<file path="config.mk">
export PLATFORM = sky130hd
export DESIGN_NAME = rtp_h264_nal_depacketizer_top
export DESIGN_NICKNAME = d
export VERILOG_FILES = /design/src/rtph264_pkg.sv /design/src/rtph264_front.sv /design/src/rtph264_queue.sv /design/src/rtph264_back.sv /design/src/rtp_h264_nal_depacketizer_top.sv
export SDC_FILE = /design/constraint.sdc
export NUM_CORES = 1
export LEC_CHECK = 0
export BUFFER_PORTS_ARGS = -buffer_cell sky130_fd_sc_hd__buf_4
export CORE_MARGIN = 3
export CORE_UTILIZATION = 60
export CTS_CLUSTER_SIZE = 20
export DETAILED_ROUTE_END_ITERATION = 6
export PLACE_DENSITY = 0.84
export RECOVER_POWER = 25
export SYNTH_ARGS = -nofsm -noshare
export SYNTH_HDL_FRONTEND = slang
export SYNTH_SLANG_ARGS = --single-unit
</file>
<file path="constraint.sdc">
create_clock -name clk -period 14 [get_ports clk]
set_clock_uncertainty 0.1 [all_clocks]
set_input_delay 2.1 -clock clk [delete_from_list [all_inputs] [get_ports clk]]
set_output_delay 2.1 -clock clk [all_outputs]
set_load 0.02 [all_outputs]
</file>
<file path="src/rtph264_pkg.sv">
// Shared types and constants for the RTP H.264 depacketizer.
package rtph264_pkg;

    // NAL unit type that marks an FU-A fragmentation unit
    localparam logic [4:0] FU_A_TYPE = 5'd28;

    // Masks on the FU indicator and FU header
    localparam logic [7:0] NAL_TYPE_MASK = 8'h1F;
    localparam logic [7:0] NRI_MASK      = 8'hE0;

    // Start code bytes
    localparam logic [7:0] SC_ZERO = 8'h00;
    localparam logic [7:0] SC_ONE  = 8'h01;

    // Saturation value of the statistic counters
    localparam logic [31:0] CNT_MAX = 32'hFFFF_FFFF;

    // Kind of the packet in progress
    typedef enum logic [3:0] {
        KIND_NONE    = 4'b0001,
        KIND_SINGLE  = 4'b0010,
        KIND_FU_KEEP = 4'b0100,
        KIND_FU_DROP = 4'b1000
    } kind_t;

    // Emission command from the front end to the back end
    typedef struct packed {
        logic        start_code;
        logic        has_byte;
        logic [7:0]  data;
        logic        end_flag;
        logic        abort_flag;
        logic [31:0] ts;
        logic [31:0] lost;
        logic [31:0] reorder;
        logic [31:0] frames;
    } cmd_t;

endpackage

</file>
<file path="src/rtph264_front.sv">
// Front end: parses payload bytes, tracks packet and unit state, updates statistics.
module rtph264_front (
    input  logic                clk,
    input  logic                rst_n,
    input  logic                accept,
    input  logic [7:0]          data_byte,
    input  logic                packet_first,
    input  logic                packet_last,
    input  logic                packet_ok,
    input  logic [15:0]         seq_number,
    input  logic [31:0]         rtp_timestamp,
    output logic                push,
    output rtph264_pkg::cmd_t   cmd
);
    import rtph264_pkg::*;

    kind_t       kind_reg, kind_next;
    logic [1:0]  pos_reg, pos_next;
    logic [7:0]  ind_reg, ind_next;
    logic        open_reg, open_next;
    logic [31:0] ts_reg, ts_next;
    logic        skip_reg, skip_next;
    logic        feh_reg, feh_next;
    logic [15:0] exp_reg, exp_next;
    logic [31:0] lost_reg, lost_next;
    logic [31:0] reo_reg, reo_next;
    logic [31:0] frm_reg, frm_next;

    logic        sc, has_byte, end_flag, abort_flag, finish;
    logic [7:0]  out_data;
    logic [15:0] diff;
    logic [15:0] gap;
    logic [32:0] lost_sum;

    // Gap arithmetic for the loss counter
    assign diff     = seq_number - exp_reg;
    assign gap      = diff - 16'd1;
    assign lost_sum = {1'b0, lost_reg} + {17'd0, gap};

    // Classify the byte and compute the next state
    always_comb
    begin
        kind_next  = kind_reg;
        pos_next   = pos_reg;
        ind_next   = ind_reg;
        open_next  = open_reg;
        ts_next    = ts_reg;
        skip_next  = skip_reg;
        feh_next   = feh_reg;
        exp_next   = exp_reg;
        lost_next  = lost_reg;
        reo_next   = reo_reg;
        frm_next   = frm_reg;
        sc         = 1'b0;
        has_byte   = 1'b0;
        out_data   = data_byte;
        end_flag   = 1'b0;
        abort_flag = 1'b0;
        finish     = 1'b0;

        if (packet_first)
        begin
            // A new packet abandons a unit left open by a truncated one
            if (kind_reg != KIND_NONE && open_reg)
            begin
                abort_flag = 1'b1;
                open_next  = 1'b0;
            end
            kind_next = KIND_NONE;
            pos_next  = 2'd0;
            skip_next = 1'b0;
            feh_next  = 1'b0;
            if (!packet_ok)
            begin
                skip_next = 1'b1;
            end
            else
            begin
                if (seq_number != exp_reg)
                begin
                    reo_next = (reo_reg == CNT_MAX) ? CNT_MAX : reo_reg + 32'd1;
                    if (diff > 16'd1)
                    begin
                        lost_next = lost_sum[32] ? CNT_MAX : lost_sum[31:0];
                    end
                    if (open_next)
                    begin
                        abort_flag = 1'b1;
                        open_next  = 1'b0;
                    end
                end
                exp_next = seq_number + 16'd1;
                if (data_byte[4:0] == FU_A_TYPE)
                begin
                    kind_next = KIND_FU_KEEP;
                    ind_next  = data_byte;
                    pos_next  = 2'd1;
                end
                else
                begin
                    if (open_next)
                    begin
                        abort_flag = 1'b1;
                    end
                    kind_next = KIND_SINGLE;
                    open_next = 1'b1;
                    ts_next   = rtp_timestamp;
                    pos_next  = 2'd1;
                    sc        = 1'b1;
                    has_byte  = 1'b1;
                    finish    = packet_last;
                end
            end
        end
        else if (kind_reg == KIND_NONE || skip_reg)
        begin
            // drop orphan and skipped bytes
        end
        else if (kind_reg == KIND_SINGLE)
        begin
            has_byte = 1'b1;
            finish   = packet_last;
        end
        else if (pos_reg == 2'd1)
        begin
            // FU header
            pos_next = 2'd2;
            feh_next = data_byte[6];
            if (data_byte[7])
            begin
                if (open_reg)
                begin
                    abort_flag = 1'b1;
                end
                open_next = 1'b1;
                ts_next   = rtp_timestamp;
                kind_next = KIND_FU_KEEP;
                sc        = 1'b1;
                has_byte  = 1'b1;
                out_data  = (ind_reg & NRI_MASK) | (data_byte & NAL_TYPE_MASK);
                finish    = packet_last && data_byte[6];
            end
            else
            begin
                kind_next = open_reg ? KIND_FU_KEEP : KIND_FU_DROP;
                finish    = packet_last && open_reg && data_byte[6];
            end
        end
        else if (kind_reg == KIND_FU_KEEP)
        begin
            has_byte = 1'b1;
            finish   = packet_last && feh_reg;
        end

        // Close a completed unit
        if (finish)
        begin
            frm_next  = (frm_reg == CNT_MAX) ? CNT_MAX : frm_reg + 32'd1;
            open_next = 1'b0;
            end_flag  = 1'b1;
        end

        // Packet ends
        if (packet_last)
        begin
            kind_next = KIND_NONE;
            pos_next  = 2'd0;
            skip_next = 1'b0;
            feh_next  = 1'b0;
        end
    end

    // Hold state between transactions
    always_ff @(posedge clk or negedge rst_n)
    begin
        if (!rst_n)
        begin
            kind_reg <= KIND_NONE;
            pos_reg  <= 2'd0;
            ind_reg  <= 8'd0;
            open_reg <= 1'b0;
            ts_reg   <= 32'd0;
            skip_reg <= 1'b0;
            feh_reg  <= 1'b0;
            exp_reg  <= 16'd0;
            lost_reg <= 32'd0;
            reo_reg  <= 32'd0;
            frm_reg  <= 32'd0;
        end
        else if (accept)
        begin
            kind_reg <= kind_next;
            pos_reg  <= pos_next;
            ind_reg  <= ind_next;
            open_reg <= open_next;
            ts_reg   <= ts_next;
            skip_reg <= skip_next;
            feh_reg  <= feh_next;
            exp_reg  <= exp_next;
            lost_reg <= lost_next;
            reo_reg  <= reo_next;
            frm_reg  <= frm_next;
        end
    end

    // Enqueue a command when the byte produces any result
    assign push = accept && (sc || has_byte || end_flag || abort_flag);

    always_comb
    begin
        cmd.start_code = sc;
        cmd.has_byte   = has_byte;
        cmd.data       = has_byte ? out_data : 8'd0;
        cmd.end_flag   = end_flag;
        cmd.abort_flag = abort_flag;
        cmd.ts         = ts_next;
        cmd.lost       = lost_next;
        cmd.reorder    = reo_next;
        cmd.frames     = frm_next;
    end

endmodule

</file>
<file path="src/rtph264_queue.sv">
// Command queue between the front end and the back end.
module rtph264_queue #(
    parameter int DEPTH = 4
) (
    input  logic                clk,
    input  logic                rst_n,
    input  logic                push,
    input  rtph264_pkg::cmd_t   push_cmd,
    input  logic                pop,
    output rtph264_pkg::cmd_t   head,
    output logic                not_empty,
    output logic                full
);
    import rtph264_pkg::*;

    localparam int PTR_W = (DEPTH > 1) ? $clog2(DEPTH) : 1;
    localparam int CNT_W = $clog2(DEPTH + 1);

    cmd_t             store_reg [DEPTH];
    logic [PTR_W-1:0] wptr_reg, wptr_next;
    logic [PTR_W-1:0] rptr_reg, rptr_next;
    logic [CNT_W-1:0] count_reg, count_next;

    // Advance pointers with wrap at the depth
    always_comb
    begin
        wptr_next  = wptr_reg;
        rptr_next  = rptr_reg;
        count_next = count_reg;
        if (push)
        begin
            wptr_next = (wptr_reg == PTR_W'(DEPTH - 1)) ? '0 : wptr_reg + PTR_W'(1);
        end
        if (pop)
        begin
            rptr_next = (rptr_reg == PTR_W'(DEPTH - 1)) ? '0 : rptr_reg + PTR_W'(1);
        end
        if (push && !pop)
        begin
            count_next = count_reg + CNT_W'(1);
        end
        else if (pop && !push)
        begin
            count_next = count_reg - CNT_W'(1);
        end
    end

    always_ff @(posedge clk or negedge rst_n)
    begin
        if (!rst_n)
        begin
            wptr_reg  <= '0;
            rptr_reg  <= '0;
            count_reg <= '0;
        end
        else
        begin
            wptr_reg  <= wptr_next;
            rptr_reg  <= rptr_next;
            count_reg <= count_next;
        end
    end

    // Write the entry
    always_ff @(posedge clk)
    begin
        if (push)
        begin
            store_reg[wptr_reg] <= push_cmd;
        end
    end

    assign head      = store_reg[rptr_reg];
    assign not_empty = (count_reg != '0);
    assign full      = (count_reg == CNT_W'(DEPTH));

endmodule

</file>
<file path="src/rtph264_back.sv">
// Back end: expands each command into start-code, data and marker results.
module rtph264_back (
    input  logic                clk,
    input  logic                rst_n,
    input  rtph264_pkg::cmd_t   head,
    input  logic                head_valid,
    output logic                pop,
    input  logic                result_stall,
    output logic                result_valid,
    output logic [7:0]          out_byte,
    output logic                byte_present,
    output logic                frame_end,
    output logic                frame_aborted,
    output logic [31:0]         frame_timestamp,
    output logic [31:0]         lost_total,
    output logic [31:0]         reorder_total,
    output logic [31:0]         frames_total,
    output logic                run_last
);
    import rtph264_pkg::*;

    logic [1:0]  sub_reg, sub_next;
    logic [1:0]  last_idx;
    logic        at_last;
    logic        load;
    logic [7:0]  res_byte;
    logic        res_present;

    logic        valid_reg;
    logic [7:0]  byte_reg;
    logic        present_reg;
    logic        end_reg;
    logic        abort_reg;
    logic [31:0] ts_reg;
    logic [31:0] lost_reg;
    logic [31:0] reo_reg;
    logic [31:0] frm_reg;
    logic        last_reg;

    // Index of the final result of the head command
    assign last_idx = head.start_code ? (head.has_byte ? 2'd3 : 2'd2) : 2'd0;
    assign at_last  = (sub_reg == last_idx);

    // Select the result at the current position
    always_comb
    begin
        if (head.start_code && sub_reg != 2'd3)
        begin
            res_byte    = (sub_reg == 2'd2) ? SC_ONE : SC_ZERO;
            res_present = 1'b1;
        end
        else if (head.has_byte)
        begin
            res_byte    = head.data;
            res_present = 1'b1;
        end
        else
        begin
            res_byte    = 8'd0;
            res_present = 1'b0;
        end
    end

    assign load     = head_valid && (!valid_reg || !result_stall);
    assign pop      = load && at_last;
    assign sub_next = pop ? 2'd0 : sub_reg + 2'd1;

    // Advance through the results of the head command
    always_ff @(posedge clk or negedge rst_n)
    begin
        if (!rst_n)
        begin
            sub_reg   <= 2'd0;
            valid_reg <= 1'b0;
        end
        else
        begin
            if (load)
            begin
                sub_reg <= sub_next;
            end
            if (!valid_reg || !result_stall)
            begin
                valid_reg <= head_valid;
            end
        end
    end

    // Load the output register
    always_ff @(posedge clk)
    begin
        if (load)
        begin
            byte_reg    <= res_byte;
            present_reg <= res_present;
            end_reg     <= head.end_flag && at_last;
            abort_reg   <= head.abort_flag && (sub_reg == 2'd0);
            ts_reg      <= head.ts;
            lost_reg    <= head.lost;
            reo_reg     <= head.reorder;
            frm_reg     <= head.frames;
            last_reg    <= at_last;
        end
    end

    assign result_valid    = valid_reg;
    assign out_byte        = byte_reg;
    assign byte_present    = present_reg;
    assign frame_end       = end_reg;
    assign frame_aborted   = abort_reg;
    assign frame_timestamp = ts_reg;
    assign lost_total      = lost_reg;
    assign reorder_total   = reo_reg;
    assign frames_total    = frm_reg;
    assign run_last        = last_reg;

endmodule

</file>
<file path="src/rtp_h264_nal_depacketizer_top.sv">
// Top level of the RTP H.264 depacketizer producing an Annex B byte stream.
// Takes one RTP payload byte per cycle while the command queue has room, and emits
// Annex B results, one per cycle while result_stall is low, through a registered
// output. A payload byte yields zero to four results: a byte that opens a NAL unit
// yields the 00 00 01 start code plus its own byte, four results in all. The input
// side keeps taking one byte per cycle as long as the FIFO_DEPTH-entry command queue
// between the parser and the result generator has room. An accepted byte passes
// through the command queue and the output register before its result appears.
// Marker-only results (byte_present 0) carry frame_end or frame_aborted alone.
// Statistic outputs show the counter values after the byte that caused the result.
module rtp_h264_nal_depacketizer_top #(
    parameter int FIFO_DEPTH = 4
) (
    input  logic        clk,
    input  logic        rst_n,
    input  logic        item_valid,
    output logic        item_stall,
    input  logic [7:0]  data_byte,
    input  logic        packet_first,
    input  logic        packet_last,
    input  logic        packet_ok,
    input  logic [15:0] seq_number,
    input  logic [31:0] rtp_timestamp,
    output logic        result_valid,
    input  logic        result_stall,
    output logic [7:0]  out_byte,
    output logic        byte_present,
    output logic        frame_end,
    output logic        frame_aborted,
    output logic [31:0] frame_timestamp,
    output logic [31:0] lost_total,
    output logic [31:0] reorder_total,
    output logic [31:0] frames_total,
    output logic        run_last
);
    import rtph264_pkg::*;

    logic accept;
    logic q_push;
    logic q_pop;
    logic q_valid;
    logic q_full;
    cmd_t push_cmd;
    cmd_t head_cmd;

    assign item_stall = q_full;
    assign accept     = item_valid && !item_stall;

    // Parse bytes
    rtph264_front u_front (
        .clk           (clk),
        .rst_n         (rst_n),
        .accept        (accept),
        .data_byte     (data_byte),
        .packet_first  (packet_first),
        .packet_last   (packet_last),
        .packet_ok     (packet_ok),
        .seq_number    (seq_number),
        .rtp_timestamp (rtp_timestamp),
        .push          (q_push),
        .cmd           (push_cmd)
    );

    // Buffer commands
    rtph264_queue #(
        .DEPTH (FIFO_DEPTH)
    ) u_queue (
        .clk       (clk),
        .rst_n     (rst_n),
        .push      (q_push),
        .push_cmd  (push_cmd),
        .pop       (q_pop),
        .head      (head_cmd),
        .not_empty (q_valid),
        .full      (q_full)
    );

    // Generate results
    rtph264_back u_back (
        .clk             (clk),
        .rst_n           (rst_n),
        .head            (head_cmd),
        .head_valid      (q_valid),
        .pop             (q_pop),
        .result_stall    (result_stall),
        .result_valid    (result_valid),
        .out_byte        (out_byte),
        .byte_present    (byte_present),
        .frame_end       (frame_end),
        .frame_aborted   (frame_aborted),
        .frame_timestamp (frame_timestamp),
        .lost_total      (lost_total),
        .reorder_total   (reorder_total),
        .frames_total    (frames_total),
        .run_last        (run_last)
    );

    // The parser never writes into a full queue
    assert property (@(posedge clk) disable iff (!rst_n) q_push |-> !q_full)
        else $error("command pushed into full queue");

    // A marker-only result carries exactly one of end and abort
    assert property (@(posedge clk) disable iff (!rst_n)
        result_valid && !byte_present |-> (frame_end ^ frame_aborted))
        else $error("marker result without a single marker flag");

    // A marker-only result is the only result of its byte
    assert property (@(posedge clk) disable iff (!rst_n)
        result_valid && !byte_present |-> run_last)
        else $error("marker result not final");

    // The pop happens only when the queue has an entry
    assert property (@(posedge clk) disable iff (!rst_n) q_pop |-> q_valid)
        else $error("pop from empty queue");

endmodule

</file>
Yosys cells after proc, flatten, opt, wreduce, memory -nomap -nowiden
Memories as Yosys holds them, arrays and structs flattened. Index checks and enable logic that the tools add are counted. W data, S select, Z words.

RAM bits: 560. Logic and storage cells: 200. Bits of input ports: 63. Bits in registers: 311. Memories: 1.

Muxes and demuxes: 106. Order comparisons: 1. Add/sub/neg operators: 11. Reductions and logical operators: 36. Equal/unequal tests: 19. Bitwise gates (word level): 1.

Memories: u_queue.store_reg (words 4, bits a word 140, rd ports 1, clocked after memory_dff 0, wr ports 1, line rtph264_queue.sv:19) `cmd_t store_reg [DEPTH];`.

Operators with widths (count): $mux W32 (18); $add A32 B1 Y32 const B (2); $eq A32 B32 Y1 const B (2); $mux W8 (8); $mux W1 (60); $add A32 B16 Y33 (1); $mux W4 (8); $mux W2 (9); $add A16 B1 Y16 const B (1); $gt A16 B1 Y1 const B (1); $ne A16 B16 Y1 (1); $sub A16 B1 Y16 const B (1); $sub A16 B16 Y16 (1); $logic_and A1 B1 Y1 (14); $reduce_bool A3 Y1 (4); $mux W3 (3); $or A8 B5 Y8 (1); $reduce_and A4 Y1 (2); $add A2 B1 Y2 const B (3); $eq A2 B2 Y1 const B (3); $ne A3 B2 Y1 const B (2); $ne A3 B3 Y1 const B (2); $eq A5 B5 Y1 const B (1); $logic_not A1 Y1 (5); 16 further kinds (21).

Logic depth before layout (Yosys ltp)
Depth in word-level cells: 17. Mapped depth: 24. Depth with buffers taken out: 22.

Hierarchy
From an unflattened synthesis, not the netlist that was laid out.

Cells, all modules: 2263. Area total of the unflattened synthesis: 36296.1 sq um.

Modules (own cells, without submodules): rtph264_queue (area an instance 20596.0 sq um, times used 1, cells each 769, seq. area each 16991.3 sq um); rtph264_front (area an instance 11185.7 sq um, times used 1, cells each 1319, seq. area each 3905.0 sq um); rtph264_back (area an instance 4500.6 sq um, times used 1, cells each 174, seq. area each 4279.1 sq um); rtp_h264_nal_depacketizer_top (area an instance 13.8 sq um, times used 1, cells each 1, seq. area each 0.0 sq um).

Least setup slack after synthesis
No wires, ideal clock.

Path kind: input -> register. Start: input result_stall. End: register u_queue.count_reg[1]. Path slack: 2.743 ns. Cell stages on the path: 6. Data arrival time: 11.032 ns. Library setup time: 0.125 ns. Required time: 13.775 ns. Cells stage by stage: a21oi_1 nand2_1 ha_1 inv_1 fa_1 mux2_2.

Cells in the longest elaborated chain, start to end: 7. Elaborated cells between the ends (all ways): 9. Those cells by class: mux (1); reduce/logical (8).

RTL lines: start: declaration (line rtp_h264_nal_depacketizer_top.sv:25) `input logic result_stall,`; $logic_not A1 Y1 (line rtph264_back.sv:64) `assign load = head_valid && (!valid_reg || !result_stall);`; $logic_or A1 B1 Y1 (line rtph264_back.sv:64); $logic_and A1 B1 Y1 (line rtph264_back.sv:64); $logic_and A1 B1 Y1 (line rtph264_back.sv:65) `assign pop = load && at_last;`; $logic_not A1 Y1 (line rtph264_queue.sv:38) `if (push && !pop)`; $logic_and A1 B1 Y1 (line rtph264_queue.sv:38); $mux W3 (line rtph264_queue.sv:38); net u_queue.count_next[1] (line rtph264_queue.sv:22) `logic [CNT_W-1:0] count_reg, count_next;`; end signal: assignment (line rtph264_queue.sv:60) `count_reg <= count_next;`; end: declaration (line rtph264_queue.sv:22).

The timed path passes the listed nets, and every way through them passes these cells. A chain may end at the register's enable or synchronous reset.

==> results.ini <==
[timing]
fmax_mhz = 122.2
report.final.slew_viol_count = 469
relSlewSlack_pct = -170.3
post-route-period-util_pct = 58.47
hold-worst-slack_ns = 0.3691
hold_violations = 0
worstMarginPinSlew_ns = 4.055
setup_tns_ns = 0
rsz0062_at_grt = no
setup_viol = 0
fin_crit_ns = 8.186
fin_ws_ns = 5.814

[setup_path]
crit_type = input port to flip-flop
start_kind = input port
cp_slowest_stage_delay_ns = 0.93
endpoint_kind = flip-flop
cp_top_family = compound AO/OA/AOI/OAI gates
cp_data_required_time_ns = 14.17
worst_path_max_delay_cell = nor3_2
cp.depth = 22
cp.arrival_ns = 8.35
crit_path_max_fanout = 13
cp_num_buf_inv = 3
crit_chain = buf_4, inv_1, ha_1, inv_1, fa_1, a21o_1, a221o_1, a2111o_1, a2bb2oi_2, nor2_1, or3_4, nor2_1, xnor2_1, ha_1, and3_1, a221oi_1, o22ai_1, a211o_1, and4_1, and2_1, nor3_2, a31oi_1
r2r_cells = 4

[drt]
drtAntennaViolNets = 0
drt_iter0_markers = 1980
route.detailed.drc = 0
vias = 21500
drt-total-wl_um = 77840
routed_via_density = 6.238
detail_route.first_pass.iterations = 5
wire_per_inst_um = 22.59

[power_and_ir_drop]
leakage_nw = 14.86
vdd_ir_drop_max_v = 0.0001300
p_per_area_nw_per_um2 = 218.5
power_mw = 8.981

[logic_synthesis]
ys_top_cells_by_area = edfxtp_1 (58%), dfrtp_1 (11%), mux4_2 (8.6%)
syn_inst = 2383
synth.avg_cell_area_sq_um = 15.32
synth_async_sr_flop_share_pct = 19.17
ys.flop_type = edfxtp_1
netlist.area_leader.share_pct = 57.57
yosysWarnings = 0
synth_top_area_cell = edfxtp_1
synthTopCellsByCount = edfxtp_1 (700), nand2_1 (281), dfrtp_1 (165), mux4_2 (140), nor2_1 (129)
yosysMostFrequentCell = edfxtp_1
syn_area_sq_um = 36510
synth-edff-count = 700
yosysSeqAreaShare_pct = 68.95
synthDistinctLibCells = 84
yosys_register_bits = 866
syn-num-nets = 2496

[clock_network]
htreeDepth = 3
clockRootBuffer = clkbuf_16
clk_path_buf_depth = 3
clk_latency_ns = 0.63
post_cts_buffers = 0
cts_buffers = 85
cts_resized = 0
clkTransAtPathRegs_ns = 0.06
cts_hold_buf = 0
tritoncts = built
cts.sinks = 866

[floorplanning]
die_h_um = 252.7
core-area_sq_um = 59580
die_area_sq_um = 63850
io_pins = 205
initial_core_util_pct = 61.29
rows = 89
die_w_um = 252.7

[placement]
placed_cell_area_sq_um = 38810
pre_cts_slack_ns = 5.213
place.port_buffers = 204
gp_congestion = 0.8993
place_hpwl_um = 47440

[run]
drv_cap = 9

[grt]
grt_usage_pct = 24.63
grt_max_degree = 70
grt_pass1_vias = 21970
antenna_found_initial = 7
grt_overflow_total = 0
grt_first_pass_wirelength_um = 121800

[finish]
largest_reg_flops = 560
final_area_sq_um = 41110
area_growth_pct = 12.58
fin_nets = 2711
drive_gt1_share_pct = 16.30

[run_status]
violations = max-capacitance violations, max-slew violations
status = finished with violations

[worst_hold_path]
holdPathStages = 2
min_path_type = flip-flop to flip-flop

-- per-stage QoR --
stage	util, %	cells
3_3_place_gp	65.14	3284
4_1_cts	69.96	3442
2_1_floorplan	-	2383
6_report	69.00	3446
3_5_place_dp	65.14	3284
5_1_grt	69.00	3446
-- worst min-delay path: stages, from the launching register on --
cell and delay, ns:
dfrtp_1 0.34, nand2_1 0.05, nand2_1 0.05
-- path summary, 6_finish.rpt --
path	endpoint	startpoint	slack, ns
setup reg to reg	u_queue.rptr_reg[1]	u_queue.rptr_reg[1]	6.37
min in group asynchronous	u_front.reo_reg[22]	rst_n	2.78
setup / recovery	u_queue.store_reg[2][86]	seq_number[0]	5.81
hold reg to reg	u_front.ts_reg[29]	u_front.ts_reg[29]	0.37
max in group asynchronous	u_queue.rptr_reg[0]	rst_n	6.69
hold / removal	u_front.ts_reg[29]	u_front.ts_reg[29]	0.37
-- final cells by class --
cell class                      count  area (sq um)
Inverter                           49         183.9
Timing Repair Buffer              229          1145
Antenna cell                        4         10.01
Tap cell                          773         967.2
Clock inverter                     44         480.5
Multi-Input combinational cell   1367         10750
Sequential cell                   866         25180
Clock buffer                      114          2390
Fill cell                        3834         18470
-- cells in the final DEF (no fill, tap or decap), types with 14 or more instances in the layout --
cell	instances
nor3_1	26
o21ai_0	97
dfrtp_1	164
a21o_1	16
nand2_1	281
nor2_1	129
clkinv_2	17
buf_4	76
ha_1	47
xor2_1	46
and2_1	21
clkbuf_16	88
clkbuf_1	170
nand4_1	27
a21oi_1	107
mux2_2	50
nand3_1	45
mux4_2	140
inv_1	48
a31oi_1	42
xnor2_1	54
a211o_1	14
edfxtp_1	700
and3_1	41
-- cell families after synthesis --
family / count (synthesis) / synth area share, %
and+or+nand+nor: 642 / 8.176
muxes: 203 / 10.56
xor gates and xnor gates: 100 / 2.399
adders and majority gates: 50 / 1.775
buffers and inverters: 150 / 1.713
DFF: 866 / 68.95
AOI/OAI and AO/OA: 372 / 6.425
-- metal layers --
layer | routed length [um] | GRT usage (%) | vias up
li1 | - | - | 9581
met1 | 30630 | 31.86 | 10860
met2 | 39570 | 42.32 | 870
met3 | 5147 | 4.589 | 178
met4 | 2462 | 8.784 | 6
met5 | 37 | 0 | -
-- power breakdown --
| part | leakage [nW] | internal (mW) | total (mW) | switching [mW] |
|---|---|---|---|---|
| clock | 1.40 | 1.37 | 2.31 | 0.939 |
| sequential | 8.55 | 3.57 | 3.82 | 0.248 |
| combinational | 4.91 | 1.09 | 2.85 | 1.77 |
(Power assumes the default switching activity.)
